==> src/fbrd_pkg.sv <==
// Shared types, widths and codes for the formatted binary record deframer.
package fbrd_pkg;

   localparam int BYTE_W = 8;
   localparam int WORD_W = 16;
   localparam int KIND_W = 2;
   localparam int ERR_W  = 3;

   localparam logic [WORD_W-1:0] MAX_LEN_RESET = 16'd512;
   localparam logic [WORD_W-1:0] HEADER_LEN    = 16'd4;
   localparam logic [BYTE_W-1:0] HDR_BYTE_1    = 8'h01;
   localparam logic [BYTE_W-1:0] HDR_BYTE_2    = 8'h00;

   typedef enum logic [KIND_W-1:0] {
      KIND_PAYLOAD = 2'd0,
      KIND_REC_OK  = 2'd1,
      KIND_REC_ERR = 2'd2,
      KIND_END     = 2'd3
   } kind_type;

   typedef enum logic [ERR_W-1:0] {
      ERR_NONE       = 3'd0,
      ERR_BAD_HEADER = 3'd1,
      ERR_NO_LENGTH  = 3'd2,
      ERR_LEN_RANGE  = 3'd3,
      ERR_SHORT_DATA = 3'd4,
      ERR_NO_CKSUM   = 3'd5,
      ERR_BAD_CKSUM  = 3'd6
   } err_type;

   // One result item as produced by the parser.
   typedef struct packed {
      logic              valid;
      kind_type          kind;
      logic [BYTE_W-1:0] out_byte;
      logic [WORD_W-1:0] byte_offset;
      logic [WORD_W-1:0] payload_length;
      err_type           error_code;
   } result_type;

endpackage

==> src/fbrd_channels.sv <==
// Request and response channel interfaces for the record deframer.
interface fbrd_req_if
   import fbrd_pkg::*;
   ();
   logic              valid;
   logic              ready;
   logic [BYTE_W-1:0] in_byte;
   logic              end_of_input;

   modport source (output valid, output in_byte, output end_of_input, input ready);
   modport sink   (input valid, input in_byte, input end_of_input, output ready);
endinterface

interface fbrd_rsp_if
   import fbrd_pkg::*;
   ();
   logic              valid;
   logic              ready;
   logic [KIND_W-1:0] out_kind;
   logic [BYTE_W-1:0] out_byte;
   logic [WORD_W-1:0] byte_offset;
   logic [WORD_W-1:0] payload_length;
   logic [ERR_W-1:0]  error_code;

   modport source (output valid, output out_kind, output out_byte, output byte_offset,
                   output payload_length, output error_code, input ready);
   modport sink   (input valid, input out_kind, input out_byte, input byte_offset,
                   input payload_length, input error_code, output ready);
endinterface

==> src/formatted_binary_record_deframer_top.sv <==
// Top level of the formatted binary record deframer.
// A result appears on rsp in the cycle after the request that causes it is accepted.
// Throughput: one request per cycle unless a held result waits on rsp_chan.ready;
//   the phase update and the result decode are a single compare-and-add step, and
//   the response register frees in the same cycle that its item is taken.
// Reset (synchronous, active high): hunting for a record start, response empty,
//   max_record_length back to 512.
module formatted_binary_record_deframer_top
   import fbrd_pkg::*;
(
   input  logic              clock,
   input  logic              reset,
   fbrd_req_if.sink          req_chan,
   fbrd_rsp_if.source        rsp_chan,
   input  logic              csr_wr_en,
   input  logic [WORD_W-1:0] csr_wr_data
);

   logic [WORD_W-1:0] max_len_ff;
   logic              rsp_valid_ff;
   result_type        rsp_data_ff;

   logic       req_accept;
   result_type result;

   // Take a request whenever the response register is empty or being drained.
   assign req_chan.ready = !rsp_valid_ff || rsp_chan.ready;
   assign req_accept     = req_chan.valid && req_chan.ready;

   fbrd_parser u_parser (
      .clock        (clock),
      .reset        (reset),
      .accept       (req_accept),
      .in_byte      (req_chan.in_byte),
      .end_of_input (req_chan.end_of_input),
      .max_len      (max_len_ff),
      .result       (result)
   );

   // Hold the configured maximum record length.
   always_ff @(posedge clock) begin
      if (reset) begin
         max_len_ff <= MAX_LEN_RESET;
      end else if (csr_wr_en) begin
         max_len_ff <= csr_wr_data;
      end
   end

   // Response register: load on a request that yields a result, clear once taken.
   always_ff @(posedge clock) begin
      if (reset) begin
         rsp_valid_ff <= 1'b0;
      end else if (req_accept) begin
         rsp_valid_ff <= result.valid;
      end else if (rsp_chan.ready) begin
         rsp_valid_ff <= 1'b0;
      end
   end

   // Payload needs no reset; advance it only with a new result.
   always_ff @(posedge clock) begin
      if (req_accept && result.valid) begin
         rsp_data_ff <= result;
      end
   end

   assign rsp_chan.valid          = rsp_valid_ff;
   assign rsp_chan.out_kind       = rsp_data_ff.kind;
   assign rsp_chan.out_byte       = rsp_data_ff.out_byte;
   assign rsp_chan.byte_offset    = rsp_data_ff.byte_offset;
   assign rsp_chan.payload_length = rsp_data_ff.payload_length;
   assign rsp_chan.error_code     = rsp_data_ff.error_code;

endmodule

==> src/fbrd_parser.sv <==
// Record parser: phase machine, length and checksum tracking, result decode.
module fbrd_parser
   import fbrd_pkg::*;
(
   input  logic              clock,
   input  logic              reset,
   input  logic              accept,
   input  logic [BYTE_W-1:0] in_byte,
   input  logic              end_of_input,
   input  logic [WORD_W-1:0] max_len,
   output result_type        result
);

   typedef enum logic [2:0] {
      PH_HUNT  = 3'd0,
      PH_HDR2  = 3'd1,
      PH_LENLO = 3'd2,
      PH_LENHI = 3'd3,
      PH_DATA  = 3'd4,
      PH_CKSUM = 3'd5,
      PH_ERROR = 3'd6
   } phase_type;

   phase_type         phase_ff,   phase_in;
   logic [BYTE_W-1:0] len_low_ff, len_low_in;
   logic [WORD_W-1:0] remain_ff,  remain_in;
   logic [WORD_W-1:0] count_ff,   count_in;
   logic [BYTE_W-1:0] sum_ff,     sum_in;

   logic [WORD_W-1:0] len_word;
   logic [BYTE_W-1:0] sum_next;

   assign len_word = {in_byte, len_low_ff};
   assign sum_next = sum_ff + in_byte;

   always_comb begin
      phase_in   = phase_ff;
      len_low_in = len_low_ff;
      remain_in  = remain_ff;
      count_in   = count_ff;
      sum_in     = sum_ff;
      result     = '0;
      result.kind       = KIND_PAYLOAD;
      result.error_code = ERR_NONE;

      if (end_of_input) begin
         // every stream end returns to hunting
         phase_in = PH_HUNT;
         unique case (phase_ff)
            PH_HUNT: begin
               result.valid = 1'b1;
               result.kind  = KIND_END;
            end
            PH_HDR2: begin
               result.valid      = 1'b1;
               result.kind       = KIND_REC_ERR;
               result.error_code = ERR_BAD_HEADER;
            end
            PH_LENLO, PH_LENHI: begin
               result.valid      = 1'b1;
               result.kind       = KIND_REC_ERR;
               result.error_code = ERR_NO_LENGTH;
            end
            PH_DATA: begin
               result.valid      = 1'b1;
               result.kind       = KIND_REC_ERR;
               result.error_code = ERR_SHORT_DATA;
            end
            PH_CKSUM: begin
               result.valid      = 1'b1;
               result.kind       = KIND_REC_ERR;
               result.error_code = ERR_NO_CKSUM;
            end
            default: begin
            end
         endcase
      end else begin
         unique case (phase_ff)
            PH_HUNT: begin
               if (in_byte == HDR_BYTE_1) begin
                  sum_in   = HDR_BYTE_1;
                  phase_in = PH_HDR2;
               end else if (in_byte != '0) begin
                  phase_in          = PH_ERROR;
                  result.valid      = 1'b1;
                  result.kind       = KIND_REC_ERR;
                  result.error_code = ERR_BAD_HEADER;
               end
            end
            PH_HDR2: begin
               if (in_byte == HDR_BYTE_2) begin
                  phase_in = PH_LENLO;
               end else begin
                  phase_in          = PH_ERROR;
                  result.valid      = 1'b1;
                  result.kind       = KIND_REC_ERR;
                  result.error_code = ERR_BAD_HEADER;
               end
            end
            PH_LENLO: begin
               len_low_in = in_byte;
               sum_in     = sum_next;
               phase_in   = PH_LENHI;
            end
            PH_LENHI: begin
               if (len_word < HEADER_LEN || len_word > max_len) begin
                  phase_in          = PH_ERROR;
                  result.valid      = 1'b1;
                  result.kind       = KIND_REC_ERR;
                  result.error_code = ERR_LEN_RANGE;
               end else begin
                  sum_in    = sum_next;
                  remain_in = len_word - HEADER_LEN;
                  count_in  = '0;
                  phase_in  = (len_word == HEADER_LEN) ? PH_CKSUM : PH_DATA;
               end
            end
            PH_DATA: begin
               sum_in             = sum_next;
               result.valid       = 1'b1;
               result.kind        = KIND_PAYLOAD;
               result.out_byte    = in_byte;
               result.byte_offset = count_ff;
               count_in           = count_ff + WORD_W'(1);
               remain_in          = remain_ff - WORD_W'(1);
               if (remain_ff == WORD_W'(1)) begin
                  phase_in = PH_CKSUM;
               end
            end
            PH_CKSUM: begin
               sum_in       = sum_next;
               result.valid = 1'b1;
               if (sum_next != '0) begin
                  phase_in          = PH_ERROR;
                  result.kind       = KIND_REC_ERR;
                  result.error_code = ERR_BAD_CKSUM;
               end else begin
                  phase_in              = PH_HUNT;
                  result.kind           = KIND_REC_OK;
                  result.payload_length = count_ff;
               end
            end
            default: begin
               // drop bytes until the stream ends
               phase_in = PH_ERROR;
            end
         endcase
      end
   end

   always_ff @(posedge clock) begin
      if (reset) begin
         phase_ff   <= PH_HUNT;
         len_low_ff <= '0;
         remain_ff  <= '0;
         count_ff   <= '0;
         sum_ff     <= '0;
      end else if (accept) begin
         phase_ff   <= phase_in;
         len_low_ff <= len_low_in;
         remain_ff  <= remain_in;
         count_ff   <= count_in;
         sum_ff     <= sum_in;
      end
   end

endmodule

==> src/flat_wrapper.sv <==
// flat-port wrapper written by rule: the top's interface ports become plain ports
module formatted_binary_record_deframer_top_flat import fbrd_pkg::*;
  (clock, reset, csr_wr_en, csr_wr_data, req_chan_valid, req_chan_in_byte, req_chan_end_of_input, req_chan_ready, rsp_chan_valid, rsp_chan_out_kind, rsp_chan_out_byte, rsp_chan_byte_offset, rsp_chan_payload_length, rsp_chan_error_code, rsp_chan_ready);
  fbrd_req_if req_chan_i ();
  fbrd_rsp_if rsp_chan_i ();
  input  logic clock;
  input  logic reset;
  input  logic csr_wr_en;
  input  logic [WORD_W-1:0] csr_wr_data;
  input wire logic [$bits(req_chan_i.valid)-1:0] req_chan_valid;
  input wire logic [$bits(req_chan_i.in_byte)-1:0] req_chan_in_byte;
  input wire logic [$bits(req_chan_i.end_of_input)-1:0] req_chan_end_of_input;
  output wire logic [$bits(req_chan_i.ready)-1:0] req_chan_ready;
  output wire logic [$bits(rsp_chan_i.valid)-1:0] rsp_chan_valid;
  output wire logic [$bits(rsp_chan_i.out_kind)-1:0] rsp_chan_out_kind;
  output wire logic [$bits(rsp_chan_i.out_byte)-1:0] rsp_chan_out_byte;
  output wire logic [$bits(rsp_chan_i.byte_offset)-1:0] rsp_chan_byte_offset;
  output wire logic [$bits(rsp_chan_i.payload_length)-1:0] rsp_chan_payload_length;
  output wire logic [$bits(rsp_chan_i.error_code)-1:0] rsp_chan_error_code;
  input wire logic [$bits(rsp_chan_i.ready)-1:0] rsp_chan_ready;
  assign req_chan_i.valid = req_chan_valid;
  assign req_chan_i.in_byte = req_chan_in_byte;
  assign req_chan_i.end_of_input = req_chan_end_of_input;
  assign req_chan_ready = req_chan_i.ready;
  assign rsp_chan_valid = rsp_chan_i.valid;
  assign rsp_chan_out_kind = rsp_chan_i.out_kind;
  assign rsp_chan_out_byte = rsp_chan_i.out_byte;
  assign rsp_chan_byte_offset = rsp_chan_i.byte_offset;
  assign rsp_chan_payload_length = rsp_chan_i.payload_length;
  assign rsp_chan_error_code = rsp_chan_i.error_code;
  assign rsp_chan_i.ready = rsp_chan_ready;
  formatted_binary_record_deframer_top u_core (.clock(clock), .reset(reset), .req_chan(req_chan_i), .rsp_chan(rsp_chan_i), .csr_wr_en(csr_wr_en), .csr_wr_data(csr_wr_data));
endmodule
==> config.mk <==
export PLATFORM = sky130hd
export DESIGN_NAME = formatted_binary_record_deframer_top_flat
export DESIGN_NICKNAME = d
export VERILOG_FILES = /design/src/fbrd_pkg.sv /design/src/fbrd_channels.sv /design/src/formatted_binary_record_deframer_top.sv /design/src/fbrd_parser.sv /design/src/flat_wrapper.sv
export SDC_FILE = /design/constraint.sdc
export NUM_CORES = 1
export LEC_CHECK = 0
export BUFFER_PORTS_ARGS = -buffer_cell sky130_fd_sc_hd__buf_2
export CORE_UTILIZATION = 30
export DETAILED_ROUTE_END_ITERATION = 7
export PLACE_DENSITY_LB_ADDON = 0.15
export SLEW_MARGIN = 5
export SYNTH_ARGS = -nofsm -noshare
export SYNTH_HDL_FRONTEND = slang
export SYNTH_SLANG_ARGS = --single-unit
==> constraint.sdc <==
create_clock -name clock -period 19.44 [get_ports clock]
set_clock_uncertainty 0.2 [all_clocks]
set_input_delay 3.888 -clock clock [delete_from_list [all_inputs] [get_ports clock]]
set_output_delay 3.888 -clock clock [all_outputs]
set_load 0.03 [all_outputs]
==> results of run 1 <==
-- synthesized netlist by cell type (3+ instances only) --
master	n	area, um2
o311ai_0	3	26.3
o211ai_1	7	52.6
nor2_1	64	240
a21oi_1	41	205
a22oi_1	5	37.5
a31oi_1	11	68.8
and2_1	21	131
buf_2	9	45.0
xnor2_1	8	70.1
and4_1	5	43.8
a32o_1	4	40.0
mux2i_1	45	450
and3_1	28	175
nand2b_1	7	43.8
ha_1	33	413
nor4_1	7	43.8
a41oi_1	3	26.3
buf_1	3	11.3
nor2b_1	3	18.8
clkinv_1	3	11.3
inv_1	28	105
edfxtp_1	45	1350
o31ai_1	3	22.5
buf_4	3	22.5
nand2_1	53	199
o21ai_0	19	95.1
buf_6	3	33.8
a211oi_1	7	52.6
o32ai_1	9	78.8
nand4b_1	15	131
nor3_1	13	65.1
nor3b_1	4	30.0
xor2_1	5	43.8
clkbuf_1	25	93.8
dfxtp_1	68	1360
a21o_1	5	37.5
nand4_1	26	163
nand3_1	19	95.1
-- cell families (layout without fill, tap and decap cells) --
kind of cell    after synthesis  after routing  share of synthesized area (%)
compound gates              144            144                           15.2
xor+xnor                     13             13                           1.73
fa+ha+maj                    34             34                           6.58
buf+inv                      75            145                           4.96
flops                       113            113                           41.2
mux                          45             45                           6.84
simple gates                281            281                           23.4
-- area by class of cell --
| cell class | count | share of cell area, % |
|---|---|---|
| timing repair buffer | 81 | 5.40 |
| tap | 275 | 4.44 |
| sequential | 113 | 35.0 |
| clock buffer | 17 | 5.49 |
| clock inverter | 15 | 2.21 |
| inverter | 32 | 1.55 |
| multi-input combinational | 517 | 45.9 |
-- critical path, delay by kind of cell --
family,cells,cell delay (ns)
buffers and inverters,2,0.31
AND/OR/NAND/NOR,1,0.21
-- power by group --
group / switching [uW] / total, uW / leakage (uW) / internal (uW)
combinational: 65.3 / 93.9 / 0.00180 / 28.6
sequential: 6.58 / 267 / 0.000997 / 260
clock: 124 / 317 / 0.000286 / 193
-- per-stage QoR --
step	setup WS [ns]	power [uW]	util, %	cells
finish	10.94	678	36.4	1050
global route	10.92	705	36.4	1050
CTS	10.94	684	36.4	1050
detailed placement	10.94	366	33.6	1018
global placement	10.96	364	33.6	1018
floorplan	10.24	337	-	705
-- how the worst max path moves through the flow --
stage | start | endpoint | depth (start not counted)
CTS | rsp_chan_ready | req_chan_ready | 3
floorplan | req_chan_in_byte[7] | u_core.rsp_chan.byte_offset[0] | 7
global placement | rsp_chan_ready | req_chan_ready | 3
global route | rsp_chan_ready | req_chan_ready | 3
detailed placement | rsp_chan_ready | req_chan_ready | 3
finish | rsp_chan_ready | req_chan_ready | 3
-- metal layers --
| layer | global-route usage (%) | wire (um) | vias to the layer above |
|---|---|---|---|
| met3 | 2.79 | 708 | 21 |
| met5 | 0 | 0 | - |
| met2 | 25.9 | 8110 | 134 |
| met4 | 5.15 | 229 | 0 |
| li1 | - | - | 2751 |
| met1 | 22.0 | 8740 | 2704 |
-- flip-flops by register name, indices dropped and copies added, names as in the netlist --
name / flops
u_core.rsp_chan.out_byte: 8
u_core.u_parser.remain_ff: 16
u_core.rsp_chan.byte_offset: 16
u_core.u_parser.phase_ff: 3
u_core.u_parser.sum_ff: 8
u_core.u_parser.len_low_ff: 8
u_core.u_parser.count_ff: 16
u_core.max_len_ff: 16
u_core.rsp_chan.payload_length: 16
u_core.rsp_chan.valid: 1
u_core.rsp_chan.error_code: 3
u_core.rsp_chan.out_kind: 2
==> impl_metrics.toml, run 1 <==
[floorplanning]
die_w_um = 150
num_io_pins = 77
fp.dieH_um = 150
dieArea_mm2 = 0.0225
rows = 53
core_mm2 = 0.0213
initial_core_util_pct = 30.9

[global_route]
grt_pass1_vias = 5491
gr-total-overflow = 0
grt_usage_pct = 16.2
antenna_found_initial = 0
grt_max_degree = 57
grt_pass1_wl_mm = 28.3

[hold_path]
holdPathEnd = "u_core.u_parser.sum_ff[5]"
holdPathStages = 2
hp-class = "register to register"
hold_start = "u_core.u_parser.sum_ff[5]"

[clock_network]
postCtsSetupBuffers = 0
worstSkewPairLatency_ns = 0.41
cts.repair.resized = 0
ctsRootBufferMaster = "clkbuf_16"
hold_buffers = 0
cts_buffer_depth = 2
cts_tree = "built"
clock_sinks = 113
clk_pin_slew_ns = 0.06
cts_buffers = 17
htreeDepth = 4

[route]
route.detailed.drc = 0
drt_iter0_drc = 364
ant_nets = 0
wl_per_cell_um = 16.9
first_pass_iters = 7
routed_wl_mm = 17.8
routed_via_density = 5.34
via_count = 5610

[sta]
hold_viol_final = 0
fmax_mhz = 118
fin_crit_ns = 8.50
relSlewSlack_pct = 32.3
finalSetupViolations = 0
final_max_slew_viol_count = 0
rsz0062_at_grt = "no"
tightest_slew_ns = 1.02
finalSetupTns_ns = 0
hold_ws_ns = 0.268
fin_crit_sh_pct = 43.7

[setup_path]
worstSetupEndpointType = "output port"
worstPathCellList = "buf_2, nand2b_1, buf_2"
r2r_slack_ns = 15.52
critPathKind = "primary input to output port"
regToRegEndpoint = "u_core.rsp_chan.payload_length[11]"
required_ns = 15.35
cp_slowest_cell = "buf_2"
worstPathArrival_ns = 4.41
slowest_delay_ns = 0.22
cpMostUsedCell = "buf_2"
critPathLaunchType = "primary input"
ff2ff_path_depth = 9
path_max_fanout = 5
r2r-start = "u_core.max_len_ff[15]"

[logic_synthesis]
seq_area_frac_synth_pct = 41.2
syn_nets = 769
synth_top_flop_cell = "dfxtp_1"
syn_inst = 705
syn_avg_cell_area_um2 = 9.34
synth_edf_count = 45
async_reset_ff_share_pct = 0
synth_cell_types = 74
yosysWarnings = 0
synth_area_mm2 = 0.00658
ys_ff_latch = 113

[place]
gp_routability_congestion = 0.875
placed_area_mm2 = 0.00715
numPortBuffers = 76
post-dp-hpwl_mm = 12.3

[finish]
final_common_cell = "buf_2"
final_cell_mix = "buf_2, dfxtp_1, nor2_1"
area_delta_synth_final_pct = 17.7
n_antenna_cell = 0
multi_input_area_mm2 = 0.00355
design_area_mm2 = 0.00774
drive_above_1_share_pct = 17.2
fillers = 2129
nNetsFinal = 826
layout.area.seq_mm2 = 0.00271

[power]
power.density_mw_per_mm2 = 87.5
ir_drop_v = 0.0000532
power_leakage_uw = 0.00308

[run_status]
status = "complete, no violations"

[run]
cap_violations = 0
Note: power is estimated with default switching activity, not from simulation.
==> run 2, diff against run 1 <==
- ABC_AREA: default -> 1
- clock period: 19.44 -> 8.11 ns (I/O delays scaled with it)
==> run 2 against run 1 <==
  * Combinational power is 140% higher
  * Design area is 4.0% lower
  * Synthesized area is 5.0% lower
  * Flip-flop and latch count stayed put
  * First-iteration DRC count is 13% lower
  * Sequential power is 140% higher
  * Power is 140% higher
  * Clock power is 140% higher
  * Cell count is 9.7% higher
  * Register-to-register slack worse by 10 ns
  * Critical path type unchanged
  * Wire length is 12% lower
  * Hold slack worse by 0.013 ns
  * Largest power group unchanged
==> impl_metrics.toml, run 2 <==
[finish]
final_cell_mix = "nand2_1, nor2_1, inv_1"
area_delta_synth_final_pct = 18.9
fillers = 2116
n_antenna_cell = 0
drive_above_1_share_pct = 17.0
final_common_cell = "nand2_1"
nNetsFinal = 933
design_area_mm2 = 0.00743
final_cells = 1152

[place]
place_inst = 1120
place_ws_ns = 3.94
placed_area_mm2 = 0.00685
post-dp-hpwl_mm = 11.2
numPortBuffers = 76
gp_routability_congestion = 0.816

[logic_synthesis]
async_reset_ff_share_pct = 0
synth-adder-area-share_pct = 6.92
ys_top_cells_by_count = "nand2_1, nor2_1, inv_1"
yosysWarnings = 0
synth_area_mm2 = 0.00625
synthSimpleGateAreaFrac_pct = 24.1
syn_nets = 861
synth_top_area_share_pct = 21.8
synth_top_family_by_area = "simple AND/OR/NAND/NOR gates"
synth_compound_area_share_pct = 14.0
synth_largest_area_cell = "dfxtp_1"
syn_inst = 797
synth-xor-area-share_pct = 3.08
synthMuxAreaShare_pct = 0
seq_area_frac_synth_pct = 43.4
synth_edf_count = 45
ys_ff_latch = 113
synth_top_flop_cell = "dfxtp_1"
synth_most_common_cell = "nand2_1"
synth_cell_types = 45
syn_avg_cell_area_um2 = 7.85
ys_top_cells_by_area = "dfxtp_1, edfxtp_1, nand2_1"

[route]
routed_via_density = 4.58
routed_wl_mm = 15.7
via_count = 5281
drt_iter0_drc = 318
ant_nets = 0
wl_per_cell_um = 13.6
first_pass_iters = 5
route.detailed.drc = 0

[clock_network]
clock_sinks = 113
cts_tree = "built"
clk_pin_slew_ns = 0.06
worstSkewPairLatency_ns = 0.43
cts.repair.resized = 0
hold_buffers = 0
ctsRootBufferMaster = "clkbuf_16"
postCtsSetupBuffers = 0
cts_buffer_depth = 2
cts_buffers = 17
htreeDepth = 4

[sta]
final_max_slew_viol_count = 0
setup_ws_ns = 4.25
tightest_slew_ns = 0.795
hold_ws_ns = 0.255
hold_viol_final = 0
finalSetupTns_ns = 0
finalSetupViolations = 0
fmax_mhz = 259
fin_crit_ns = 3.86
rsz0062_at_grt = "no"
relSlewSlack_pct = 47.0
fin_crit_sh_pct = 47.7

[setup_path]
cp_slowest_cell = "buf_2"
path_max_fanout = 3
slowest_delay_ns = 0.22
required_ns = 6.29
worstPathArrival_ns = 2.04
cpMostUsedCell = "buf_2"
r2r_slack_ns = 5.10
regToRegEndpoint = "u_core.u_parser.remain_ff[2]"
critPathKind = "primary input to output port"
r2r-start = "u_core.u_parser.phase_ff[2]"
worstSetupEndpointType = "output port"
critPathLaunchType = "primary input"
ff2ff_path_depth = 7
endpoint = "req_chan_ready"
worstPathCellList = "buf_2, inv_1, nand2_1, buf_2"
cp-startpoint = "rsp_chan_ready"

[power]
power.density_mw_per_mm2 = 218
p_comb_share_pct = 14.0
internal_power_uw = 1130
power_leakage_uw = 0.00304
p_sw_share_pct = 30.4
pwr-share-clk_pct = 46.8
ir_drop_v = 0.000148
seq_power_share_pct = 39.2
p_sw_uw = 491

[floorplanning]
die_w_um = 146
num_io_pins = 77
initial_core_util_pct = 30.7
dieArea_mm2 = 0.0214
core_mm2 = 0.0204
rows = 52
fp.dieH_um = 146

[global_route]
grt_pass1_vias = 4926
grtUsageMet2_pct = 25.0
grt_usage_pct = 15.4
grt_pass1_wl_mm = 25.8
grt_max_degree = 46
grtUsageMet1_pct = 20.3
grtUsageMet3_pct = 3.47
top_usage_layer = "met2"
antenna_found_initial = 0
gr-total-overflow = 0

[run]
cap_violations = 0

[run_status]
status = "complete, no violations"

[hold_path]
hp-class = "register to register"
## run 2: cell types whose count changed after synthesis, sizes merged, moves of 17 or more
cell / before / now
nand4: 26 / 9
and2: 22 / 0
nor2: 66 / 120
o21ai: 19 / 74
and3: 28 / 0
nand2: 53 / 134
mux2i: 45 / 0
a21oi: 42 / 85
nand3: 19 / 39
inv: 29 / 105
## run 2: cell families after synthesis
family,count (synthesis)
simple gates,329
compound gates,169
buf+inv,130
flops,113
fa+ha+maj,34
xor+xnor,22
## run 2: cell type report
| type | count | area (um2) | share of cell area, % |
|---|---|---|---|
| timing repair buffer | 78 | 395 | 5.32 |
| clock buffer | 17 | 425 | 5.72 |
| multi-input combinational | 554 | 3010 | 40.4 |
| clock inverter | 15 | 163 | 2.19 |
| tap | 270 | 338 | 4.54 |
| sequential | 113 | 2710 | 36.5 |
| inverter | 105 | 394 | 5.30 |
## run 2: worst max-delay path: cells and delay by family
family | cells | cell delay [ns]
and+or+nand+nor | 1 | 0.10
buffers and inverters | 3 | 0.32
## run 2: per-stage QoR
step / power (uW) / utilization [%]
after detailed placement: 875 / 33.6
after CTS: 1630 / 36.5
final: 1620 / 36.5
after floorplan: 810 / -
after global routing: 1680 / 36.5
after global placement: 877 / 33.6
## run 2: power groups by stage
stage                     clock, uW  sequential, uW  combinational [uW]
after floorplan                   0             680                 130
after global placement            0             647                 230
after detailed placement          0             647                 228
after CTS                       770             634                 229
after global routing            793             637                 255
final                           757             634                 227
## run 2: worst min path at each step
stage / startpoint / to / slack, ns / cells after the start
2_1_floorplan: u_core.u_parser.sum_ff[2] / u_core.u_parser.sum_ff[2] / 0.23 / 2
3_3_place_gp: u_core.u_parser.sum_ff[2] / u_core.u_parser.sum_ff[2] / 0.24 / 2
3_5_place_dp: u_core.u_parser.sum_ff[2] / u_core.u_parser.sum_ff[2] / 0.25 / 2
4_1_cts: u_core.u_parser.sum_ff[2] / u_core.u_parser.sum_ff[2] / 0.26 / 2
5_1_grt: u_core.u_parser.sum_ff[5] / u_core.u_parser.sum_ff[5] / 0.28 / 2
6_report: u_core.u_parser.sum_ff[3] / u_core.u_parser.sum_ff[3] / 0.26 / 2
## run 2: layer usage
metal  up-vias  share of wire (%)
li1       2777                  -
met1      2386                 50
met2       104                 45
met3        14                4.1
met4         0               0.94
met5         -                  0
